### config.mk
export PLATFORM = sky130hd
export DESIGN_NAME = websafe_quantize_rle_flat
export DESIGN_NICKNAME = d
export VERILOG_FILES = /design/src/rtl/wqr_pkg.sv /design/src/rtl/wqr_pix_if.sv /design/src/rtl/wqr_run_if.sv /design/src/rtl/websafe_quantize_rle.sv /design/src/flat_wrapper.sv
export SDC_FILE = /design/constraint.sdc
export NUM_CORES = 1
export LEC_CHECK = 0
export BUFFER_PORTS_ARGS = -buffer_cell sky130_fd_sc_hd__buf_2
export CAP_MARGIN = 20
export CORE_MARGIN = 4
export CORE_UTILIZATION = 33
export CTS_CLUSTER_SIZE = 20
export DETAILED_ROUTE_END_ITERATION = 16
export GPL_TIMING_DRIVEN = 0
export PLACE_DENSITY = 0.53
export SYNTH_ARGS = -nofsm -noshare
export SYNTH_HDL_FRONTEND = slang
export SYNTH_SLANG_ARGS = --single-unit
### constraint.sdc
create_clock -name clk_i -period 7.8 [get_ports clk_i]
set_input_delay 1.56 -clock clk_i [delete_from_list [all_inputs] [get_ports clk_i]]
set_output_delay 1.56 -clock clk_i [all_outputs]
set_load 0.005 [all_outputs]
### src/rtl/wqr_pkg.sv
`timescale 1ns / 1ps
// Shared types, constants and helper functions for the web-safe quantizer
// with run-length output. No dependencies; every other file imports this.
package wqr_pkg;

  // Column counter width and the fixed field widths
  localparam int COLUMN_BITS = 16;
  localparam int CH_W        = 8;
  localparam int CODE_W      = 12;
  localparam int LEN_W       = 16;
  localparam int WIDTH_W     = 16;
  localparam int CMP_W       = (COLUMN_BITS > WIDTH_W) ? COLUMN_BITS : WIDTH_W;

  // Palette constants
  localparam int LEVEL_DIV  = 43;
  localparam int LEVELS     = 6;
  localparam int LEVEL_MAX  = 5;
  localparam logic [CODE_W-1:0] TRANSPARENT_CODE = 12'hFFF;
  localparam logic [LEN_W-1:0]  LEN_MAX          = '1;

  // Configuration port
  localparam int APB_DW = 32;
  localparam int APB_AW = 2;
  localparam logic [APB_AW-1:0] ADDR_ROW_WIDTH = 2'd0;

  // Result queue
  localparam int OQ_DEPTH = 4;
  localparam int OQ_PTR_W = $clog2(OQ_DEPTH);
  localparam int OQ_CNT_W = $clog2(OQ_DEPTH + 1);

  typedef logic [2:0] level_t;

  typedef struct packed {
    logic [CH_W-1:0] fg_red;
    logic [CH_W-1:0] fg_green;
    logic [CH_W-1:0] fg_blue;
    logic [CH_W-1:0] bg_red;
    logic [CH_W-1:0] bg_green;
    logic [CH_W-1:0] bg_blue;
    logic            image_start;
  } pix_t;

  typedef struct packed {
    logic [CODE_W-1:0] run_code;
    logic [LEN_W-1:0]  run_length;
    logic              row_end;
    logic              fg_present;
    logic              bg_changed;
    logic [CH_W-1:0]   background_red;
    logic [CH_W-1:0]   background_green;
    logic [CH_W-1:0]   background_blue;
  } run_t;

  // (c+1)/43 as a chain of threshold compares: level k starts at 43*k-1
  function automatic level_t level_of(input logic [CH_W-1:0] c);
    level_t lv;
    lv = '0;
    for (int k = 1; k <= LEVEL_MAX; k++) begin
      if ({1'b0, c} >= (CH_W + 1)'(LEVEL_DIV * k - 1)) begin
        lv = level_t'(k);
      end
    end
    return lv;
  endfunction

  // Web-safe index: b + 6*(g + 6*r)
  function automatic logic [CODE_W-1:0] code_of(input logic [CH_W-1:0] r,
                                                input logic [CH_W-1:0] g,
                                                input logic [CH_W-1:0] b);
    logic [CODE_W-1:0] rg;
    rg = CODE_W'(level_of(g)) + CODE_W'(LEVELS) * CODE_W'(level_of(r));
    return CODE_W'(level_of(b)) + CODE_W'(LEVELS) * rg;
  endfunction

endpackage

### src/rtl/wqr_pix_if.sv
`timescale 1ns / 1ps
// Pixel channel: valid/ready handshake with one foreground/background pair.
// Depends on wqr_pkg for the payload type.
interface wqr_pix_if;
  import wqr_pkg::*;

  logic valid;
  logic ready;
  pix_t data;

  modport source (output valid, output data, input ready);
  modport sink   (input valid, input data, output ready);
endinterface

### src/rtl/wqr_run_if.sv
`timescale 1ns / 1ps
// Run channel: valid/ready handshake carrying one run word per beat.
// Depends on wqr_pkg for the payload type.
interface wqr_run_if;
  import wqr_pkg::*;

  logic valid;
  logic ready;
  run_t data;

  modport source (output valid, output data, input ready);
  modport sink   (input valid, input data, output ready);
endinterface

### src/rtl/websafe_quantize_rle.sv
`timescale 1ns / 1ps
// Web-safe quantizer with run-length output; uses wqr_pkg, wqr_pix_if, wqr_run_if.
// Each pixel is coded from the input register and its run beats go through the
//   result queue. Throughput: one pixel per cycle while the queue has room for
//   two runs; the run port moves one beat per cycle while ready is high, so a
//   pixel that closes a run and a row puts two beats on the run port.
// Reset: row_width returns to 1, run state, flags and background reference clear.
module websafe_quantize_rle (
  input  logic                        clk_i,
  input  logic                        rst_ni,
  input  logic                        psel,
  input  logic                        penable,
  input  logic                        pwrite,
  input  logic [wqr_pkg::APB_AW-1:0]  paddr,
  input  logic [wqr_pkg::APB_DW-1:0]  pwdata,
  output logic [wqr_pkg::APB_DW-1:0]  prdata,
  output logic                        pready,
  wqr_pix_if.sink                     pix_i,
  wqr_run_if.source                   run_o
);
  import wqr_pkg::*;

  localparam logic [COLUMN_BITS-1:0] COL_MAX = '1;

  // Configuration
  logic [WIDTH_W-1:0] row_width_q;
  logic               cfg_wr;

  // Input register
  logic s1_valid_q;
  pix_t s1_q;
  logic fire;

  // Run state
  logic [COLUMN_BITS-1:0]   col_q;
  logic [CODE_W-1:0]        cur_code_q;
  logic [LEN_W-1:0]         cur_len_q;
  logic [3*CH_W-1:0]        bg_ref_q;
  logic                     fg_seen_q;
  logic                     bg_var_q;

  // Coding logic
  logic                     start;
  logic [CODE_W-1:0]        base_code;
  logic [LEN_W-1:0]         base_len;
  logic [COLUMN_BITS-1:0]   base_col;
  logic [3*CH_W-1:0]        ref_c;
  logic [3*CH_W-1:0]        bg_pack;
  logic [3*CH_W-1:0]        fg_pack;
  logic                     differ;
  logic                     fg_n;
  logic                     bgvar_n;
  logic [CODE_W-1:0]        code_c;
  logic                     extend;
  logic                     emit_a;
  logic [LEN_W-1:0]         len_n;
  logic [COLUMN_BITS-1:0]   col_inc;
  logic [CMP_W-1:0]         width_ext;
  logic [CMP_W-1:0]         width_lim;
  logic                     row_end_c;
  run_t                     res_a;
  run_t                     res_b;
  run_t                     first_res;
  logic [1:0]               push_cnt;

  // Result queue
  run_t                     oq_q [OQ_DEPTH];
  logic [OQ_PTR_W-1:0]      wr_ptr_q;
  logic [OQ_PTR_W-1:0]      rd_ptr_q;
  logic [OQ_CNT_W-1:0]      cnt_q;
  logic                     pop;

  // Configuration port: single register, no wait states
  assign pready = 1'b1;
  assign cfg_wr = psel && penable && pwrite && (paddr == ADDR_ROW_WIDTH);
  assign prdata = (paddr == ADDR_ROW_WIDTH) ? APB_DW'(row_width_q) : '0;

  always_ff @(posedge clk_i or negedge rst_ni) begin
    if (!rst_ni) begin
      row_width_q <= WIDTH_W'(1);
    end else if (cfg_wr) begin
      row_width_q <= pwdata[WIDTH_W-1:0];
    end
  end

  // Advance the input register when the queue has room for two runs
  assign fire        = s1_valid_q && (cnt_q <= OQ_CNT_W'(OQ_DEPTH - 2));
  assign pix_i.ready = !s1_valid_q || fire;

  always_ff @(posedge clk_i or negedge rst_ni) begin
    if (!rst_ni) begin
      s1_valid_q <= 1'b0;
    end else if (pix_i.ready) begin
      s1_valid_q <= pix_i.valid;
    end
  end

  always_ff @(posedge clk_i) begin
    if (pix_i.ready && pix_i.valid) begin
      s1_q <= pix_i.data;
    end
  end

  // Image start clears the run state and reloads the background reference
  assign start     = s1_q.image_start;
  assign bg_pack   = {s1_q.bg_red, s1_q.bg_green, s1_q.bg_blue};
  assign fg_pack   = {s1_q.fg_red, s1_q.fg_green, s1_q.fg_blue};
  assign base_code = start ? TRANSPARENT_CODE : cur_code_q;
  assign base_len  = start ? '0 : cur_len_q;
  assign base_col  = start ? '0 : col_q;
  assign ref_c     = start ? bg_pack : bg_ref_q;

  // Flags and pixel code
  assign differ  = (fg_pack != bg_pack);
  assign bgvar_n = (!start && bg_var_q) || (bg_pack != ref_c);
  assign fg_n    = (!start && fg_seen_q) || (differ && (fg_pack != '0));
  assign code_c  = differ ? code_of(s1_q.fg_red, s1_q.fg_green, s1_q.fg_blue)
                          : TRANSPARENT_CODE;

  // Extend the open run or close it; length saturates
  assign extend = (base_len != '0) && (code_c == base_code);
  assign emit_a = (base_len != '0) && !extend;
  assign len_n  = !extend ? LEN_W'(1)
                : (base_len == LEN_MAX) ? base_len : base_len + LEN_W'(1);

  // Row end: zero width acts as one, width clamps to the counter range
  assign col_inc   = base_col + COLUMN_BITS'(1);
  assign width_ext = (row_width_q == '0) ? CMP_W'(1) : CMP_W'(row_width_q);
  assign width_lim = (width_ext > CMP_W'(COL_MAX)) ? CMP_W'(COL_MAX) : width_ext;
  assign row_end_c = (col_inc == '0) || (CMP_W'(col_inc) >= width_lim);

  // Assemble the two possible run beats
  always_comb begin
    res_a.run_code         = base_code;
    res_a.run_length       = base_len;
    res_a.row_end          = 1'b0;
    res_a.fg_present       = fg_n;
    res_a.bg_changed       = bgvar_n;
    res_a.background_red   = ref_c[3*CH_W-1:2*CH_W];
    res_a.background_green = ref_c[2*CH_W-1:CH_W];
    res_a.background_blue  = ref_c[CH_W-1:0];
    res_b                  = res_a;
    res_b.run_code         = code_c;
    res_b.run_length       = len_n;
    res_b.row_end          = 1'b1;
  end

  assign first_res = emit_a ? res_a : res_b;
  assign push_cnt  = fire ? (2'(emit_a) + 2'(row_end_c)) : 2'd0;

  // Update run state on each coded pixel
  always_ff @(posedge clk_i or negedge rst_ni) begin
    if (!rst_ni) begin
      col_q      <= '0;
      cur_code_q <= TRANSPARENT_CODE;
      cur_len_q  <= '0;
      bg_ref_q   <= '0;
      fg_seen_q  <= 1'b0;
      bg_var_q   <= 1'b0;
    end else if (fire) begin
      col_q      <= row_end_c ? '0 : col_inc;
      cur_code_q <= row_end_c ? TRANSPARENT_CODE : code_c;
      cur_len_q  <= row_end_c ? '0 : len_n;
      bg_ref_q   <= ref_c;
      fg_seen_q  <= fg_n;
      bg_var_q   <= bgvar_n;
    end
  end

  // Result queue: up to two writes, one read per cycle
  assign pop         = run_o.valid && run_o.ready;
  assign run_o.valid = (cnt_q != '0);
  assign run_o.data  = oq_q[rd_ptr_q];

  always_ff @(posedge clk_i) begin
    if (push_cnt != 2'd0) begin
      oq_q[wr_ptr_q] <= first_res;
    end
    if (push_cnt == 2'd2) begin
      oq_q[wr_ptr_q + OQ_PTR_W'(1)] <= res_b;
    end
  end

  always_ff @(posedge clk_i or negedge rst_ni) begin
    if (!rst_ni) begin
      wr_ptr_q <= '0;
      rd_ptr_q <= '0;
      cnt_q    <= '0;
    end else begin
      wr_ptr_q <= wr_ptr_q + OQ_PTR_W'(push_cnt);
      rd_ptr_q <= rd_ptr_q + OQ_PTR_W'(pop);
      cnt_q    <= cnt_q + OQ_CNT_W'(push_cnt) - OQ_CNT_W'(pop);
    end
  end

  // Checks
  a_queue_bound: assert property (@(posedge clk_i) disable iff (!rst_ni)
    cnt_q <= OQ_CNT_W'(OQ_DEPTH))
    else $error("result queue overflow");

  a_row_clear: assert property (@(posedge clk_i) disable iff (!rst_ni)
    (fire && row_end_c) |=> (col_q == '0) && (cur_len_q == '0))
    else $error("row end did not clear run state");

  a_len_nonzero: assert property (@(posedge clk_i) disable iff (!rst_ni)
    run_o.valid |-> (run_o.data.run_length != '0))
    else $error("empty run offered");

  a_open_run: assert property (@(posedge clk_i) disable iff (!rst_ni)
    (cur_len_q == '0) |-> (cur_code_q == TRANSPARENT_CODE))
    else $error("closed run holds a palette code");

endmodule
### src/flat_wrapper.sv
// flat-port wrapper written by rule: the top's interface ports become plain ports
module websafe_quantize_rle_flat import wqr_pkg::*;
  (clk_i, rst_ni, psel, penable, pwrite, paddr, pwdata, prdata, pready, pix_i_valid, pix_i_data, pix_i_ready, run_o_valid, run_o_data, run_o_ready);
  wqr_pix_if pix_i_i ();
  wqr_run_if run_o_i ();
  input  logic clk_i;
  input  logic rst_ni;
  input  logic psel;
  input  logic penable;
  input  logic pwrite;
  input  logic [wqr_pkg::APB_AW-1:0] paddr;
  input  logic [wqr_pkg::APB_DW-1:0] pwdata;
  output logic [wqr_pkg::APB_DW-1:0] prdata;
  output logic pready;
  input wire logic [$bits(pix_i_i.valid)-1:0] pix_i_valid;
  input wire logic [$bits(pix_i_i.data)-1:0] pix_i_data;
  output wire logic [$bits(pix_i_i.ready)-1:0] pix_i_ready;
  output wire logic [$bits(run_o_i.valid)-1:0] run_o_valid;
  output wire logic [$bits(run_o_i.data)-1:0] run_o_data;
  input wire logic [$bits(run_o_i.ready)-1:0] run_o_ready;
  assign pix_i_i.valid = pix_i_valid;
  assign pix_i_i.data = pix_i_data;
  assign pix_i_ready = pix_i_i.ready;
  assign run_o_valid = run_o_i.valid;
  assign run_o_data = run_o_i.data;
  assign run_o_i.ready = run_o_ready;
  websafe_quantize_rle u_core (.clk_i(clk_i), .rst_ni(rst_ni), .psel(psel), .penable(penable), .pwrite(pwrite), .paddr(paddr), .pwdata(pwdata), .prdata(prdata), .pready(pready), .pix_i(pix_i_i), .run_o(run_o_i));
endmodule
### Word level (Yosys, flattened, before mapping)

Memories as Yosys holds them, arrays and structs flattened.
Cells that the tools add are included.

| storage, ports and cells | value |
|---|---|
| register bits | 143 |
| latch bits | 0 |
| memory bits (writable) | 220 |
| memory bits (read-only) | 0 |
| input port bits | 90 |
| output and inout bits | 90 |
| logic and storage cells | 113 |
| memories kept | 1 |

| operators by class | value |
|---|---|
| add/subtract/negate cells | 10 |
| multipliers | 2 |
| div/mod/pow operators | 0 |
| order comparisons | 18 |
| eq/ne operators | 5 |
| shift-type cells | 0 |
| muxes and demuxes | 34 |
| bitwise operators | 0 |
| reduce and logical (&&, ||, !) cells | 25 |

Memory list:

| name | depth | bits a word | rd ports | clocked after memory_dff | wr ports | line | RTL |
|---|---|---|---|---|---|---|---|
| u_core.oq_q | 4 | 55 | 1 | 0 | 2 | websafe_quantize_rle.sv:67 | `run_t oq_q [OQ_DEPTH];` |

Operators by type and width:

| kind | count |
|---|---|
| two-way mux 16 bit | 9 |
| >= comparator 8 bit, second input constant | 9 |
| two-way mux 55 bit | 1 |
| != test 24 bit | 2 |
| two-way mux 12 bit | 3 |
| adder 16 x 1 -> 16 bit, second input constant | 2 |
| logical NOT 16 bit | 2 |
| >= comparator 8 x 6 -> 1 bit, second input constant | 3 |
| >= comparator 8 x 7 -> 1 bit, second input constant | 3 |
| two-way mux 24 bit | 1 |
| two-way mux 3 bit | 8 |
| nonzero test 24 bit | 1 |
| equality test 16 bit, second input constant | 1 |
| >= comparator 16 bit | 1 |
| > comparator 16 bit, second input constant | 1 |
| nonzero test 16 bit | 1 |
| adder 3 x 12 -> 12 bit | 1 |
| equality test 12 bit | 1 |
| multiplier 2 x 12 -> 11 bit, first input constant | 1 |
| logical AND 1 bit | 11 |
| two-way mux 2 bit | 5 |
| adder 3 x 6 -> 7 bit | 1 |
| two-way mux 1 bit | 7 |
| multiplier 2 x 3 -> 5 bit, first input constant | 1 |
| 13 further kinds | 18 |

### Depth between registers and ports, before layout

| logic depth | value |
|---|---|
| word-level depth | 20 |
| gate-level depth with buffers | 36 |
| mapped depth without buffers | 32 |

### Least setup slack after synthesis

No wires, ideal clock.

| timing | value |
|---|---|
| kind | register to register |
| from | register u_core.s1_q, in the netlist u_core.start |
| to | memory u_core.oq_q[2][36] (netlist bit) (data pin) |
| library setup time | 147 ps |
| arrival time | 8,169 ps |
| required time | 7,653 ps |
| setup slack | -516 ps |
| stages on the path, launching flop included | 33 |
| buffers on the path | 8 |
| clock period less this slack | 8,316 ps |
| cells stage by stage | edfxtp_1 > clkbuf_1 > clkbuf_1 > clkbuf_1 > clkbuf_1 > clkbuf_1 > buf_1 > nor2b_1 > ha_1 > nand4_1 > nor2_1 > xnor2_1 > nor2_1 > ha_1 > and4_1 > a2111oi_0 > o21ai_0 > a221oi_1 > o21ai_0 > a31oi_1 > clkbuf_1 > inv_1 > ha_1 > inv_1 > a21oi_1 > o21bai_1 > or2_2 > clkbuf_1 > inv_1 > nand2_1 > or4_4 > nor3_1 > o21bai_1 |

RTL lines:

| item | line | RTL |
|---|---|---|
| start: declaration | websafe_quantize_rle.sv:31 | `pix_t s1_q;` |
| start signal: assignment | websafe_quantize_rle.sv:100 | `s1_q <= pix_i.data;` |
| end: declaration | websafe_quantize_rle.sv:67 |  |

==> metrics.txt <==
status finished clean; CP max stage delay about 500 ps; Worst Setup End Kind flip-flop; Rows 87; mean post-synth cell area between 10 and 15 sq um; Core ar. between 0.05 and 0.06 sq mm; # setup viols final 0; gr ovfl total 0; Residual DRC 0; EDFF count, synth 265; crit path time final about 7400 ps; Fmax 135 MHz; FF+latch count, synth roughly 360; Primary FF master, synth edfxtp_1; pwr dens 385 mW/mm^2; antenna violations before repair 1; Synth Cell Area 0.0189 sq mm; first-pass GRT wire length 87.9 mm; number of global-route vias before repair 14500; DIE HEIGHT 247 microns; TritonRoute pass-1 iters 5; Synth Area in Simple Gates 0.147; CTS H-tree lvls 2; routed length per instance 21.8 microns; CTS sink count ~360; Leak 8.76 nW; post-synth top area share 0.421; kind of critical path reg2reg; Via density 5.35; total CTS buffers 41; number of max-cap violations 0; Ports between 150 and 200; worst-path fanout max 20; initial core utilization 0.335; Synth Instances 1656; number of I/O port buffers 144; clk buf depth 3; min-delay worst type reg2reg; Total Power 0.00874 W; global routing's busiest layer met2; post-synth top area cell edfxtp_1; Synth Area in XOR/XNOR 0.0352; routing usage on met1 0.253; Area growth, synth to finish 20.0%; worst endpoint required time a little over 8000 ps; fraction of layout instances using a drive strength above 1 0.228; sequential area share after synthesis 0.551; relative slew slack 0.346; CTS Root Cell clkbuf_16; synth unique cells 89; Setup TNS 0 ps; commonest cells after routing, fill and taps aside edfxtp_1, nor2_1, nand2_1; peak supply drop about 0.28 mV; Synth area leaders edfxtp_1, dfrtp_1, mux4_2; DRT Wirelength about 58 mm; commonest non-fill, non-tap cell in the layout edfxtp_1; CTS tree built; period utilisation layout 0.952; CP max stage cell or4_4; Die X 247 microns; Routed Antenna Nets 0; M3 GR Usage 0.0298; largest net degree at the start of global routing 63; ys async rst share 0.259; grt met2 use 0.315; yosys warns 0; clock network latency to the later pin of the worst-skew pair 590 ps; RSZ-0062 raised after global routing yes; # fillers 5453; CP Launch Type flip-flop; gp weighted congestion 0.891; crit-path most repeated cell inv_1; Arrival @ worst endpoint between 7000 and 8000 ps; Compound-Gate Fraction of Synth Area 0.114; largest family of logic cells by synthesized area simple AND/OR/NAND/NOR gates; GRT Total Usage 0.188; Adder-Cell Fraction of Synth Area 0.0305; fin nets 2025; DPL Wire Length 41.8 mm; die area 0.0612 sq mm; Slew Viols, Final 0; Starting DRT DRC Count 1225; post-synthesis mux area share 0.0836; antenna cells 0; Final Hold Fails 0; Worst Tran Pin Value 982 ps; Vias 14300; clock-pin slew on the worst setup and hold paths 60 ps; Clock Skew between 20 and 25 ps
[power breakdown]
part	switching (W)	internal [W]	total [W]
Combinational	0.00247	0.00154	0.00400
Sequential	0.000235	0.00247	0.00270
Clock	0.000846	0.00119	0.00203
[critical path, delay by kind of cell (launching register included)]
family          cells  cell delay, ps
simple gates        9            2400
compound gates     11            1760
fa+ha+maj           4            1270
buf+inv             7             990
flops               1             450
xor+xnor            1             190
mux                 1             160
[cells by family (layout without fill, tap and decap cells)]
kind of cell,after synthesis,after routing
XOR/XNOR,76,76
AO/OA/AOI/OAI,324,324
AND/OR/NAND/NOR,589,589
multiplexers,88,88
buffers and inverters,171,424
other,2,17
flip-flops,363,363
adder cells (fa/ha/maj),43,43
[metrics by stage]
stage	hold WS [ps]	worst slack (ps)	std cells	instance area [sq um]	utilization
after global placement	445	-4350	2571	20600	0.365
final	472	371	2680	22700	0.401
after CTS	474	28.1	2668	22500	0.398
after floorplan	435	78.4	1671	19000	-
after detailed placement	457	-3360	2579	20800	0.368
after global routing	499	-25.2	2680	22700	0.401
[synthesized netlist by cell type (11+ instances only)]
cell,number
ha_1,38
clkbuf_1,63
edfxtp_1,265
dfstp_2,13
mux4_2,55
a31oi_1,19
buf_1,13
buf_4,17
nor4_1,16
nor2b_1,12
nand2_1,180
nand3_1,49
a21oi_1,27
inv_1,62
o22ai_1,81
xnor2_1,60
nand4_1,24
nor2_1,191
or3_1,19
o21a_1,12
and2_1,11
o32ai_1,16
o21ai_0,79
xor2_1,16
dfrtp_1,81
buf_2,14
mux2i_1,27
nor3_1,29
a21o_1,18
[layout make-up]
class | count | area, sq um | share of cell area
repair inverters | 2 | 15.0 | 0.000662
well taps | 756 | 946 | 0.0417
clock inverters | 21 | 297 | 0.0131
flip-flops and latches | 363 | 10400 | 0.459
multi-input cells | 1137 | 8030 | 0.354
plain buffers | 104 | 514 | 0.0227
clock buffers | 54 | 1100 | 0.0487
inverters | 62 | 258 | 0.0114
repair buffers | 181 | 1110 | 0.0490
[state kept, by name (all words and copies together), names as in the netlist]
name,flops
u_core.fg_seen_q,1
u_core.s1_valid_q,1
u_core.bg_pack,24
u_core.fg_pack,24
u_core.row_width_q,16
u_core.rd_ptr_q,2
u_core.bg_ref_q,24
u_core.start,1
u_core.oq_q,220
u_core.cur_code_q,12
u_core.cnt_q,3
u_core.wr_ptr_q,2
u_core.col_q,16
u_core.cur_len_q,16
u_core.bg_var_q,1
[final timing paths]
path / start / to / slack (ps) / depth (start not counted)
max: u_core.fg_pack[17]$_DFFE_PP_ / u_core.oq_q[2][36]$_DFFE_PP_ / 370 / 33
min: u_core.oq_q[3][26]$_SDFFE_PP1N_ / u_core.oq_q[3][26]$_SDFFE_PP1N_ / 470 / 1
max reg2reg: u_core.fg_pack[17]$_DFFE_PP_ / u_core.oq_q[2][36]$_DFFE_PP_ / 370 / 33
min reg2reg: u_core.oq_q[3][26]$_SDFFE_PP1N_ / u_core.oq_q[3][26]$_SDFFE_PP1N_ / 470 / 1
max in group asynchronous: rst_ni / u_core.cur_code_q[0]$_DFFE_PN1P_ / 6130 / 2
min in group asynchronous: rst_ni / u_core.row_width_q[1]$_DFFE_PN0P_ / 930 / 1
[layer usage]
metal,routed length [microns],part of all wire
met5,0,0
met4,1630,0.028
met3,3220,0.055
met2,28300,0.48
met1,25300,0.43
[repair_timing]
item	in CTS	in global routing
hold buffers	0	0
endpoints found under the setup margin	473	254
gates resized for setup	45	29
cloned	2	1
buffers inserted	15	13
pin swaps	1	4
Power figures use the tool's default switching activity.
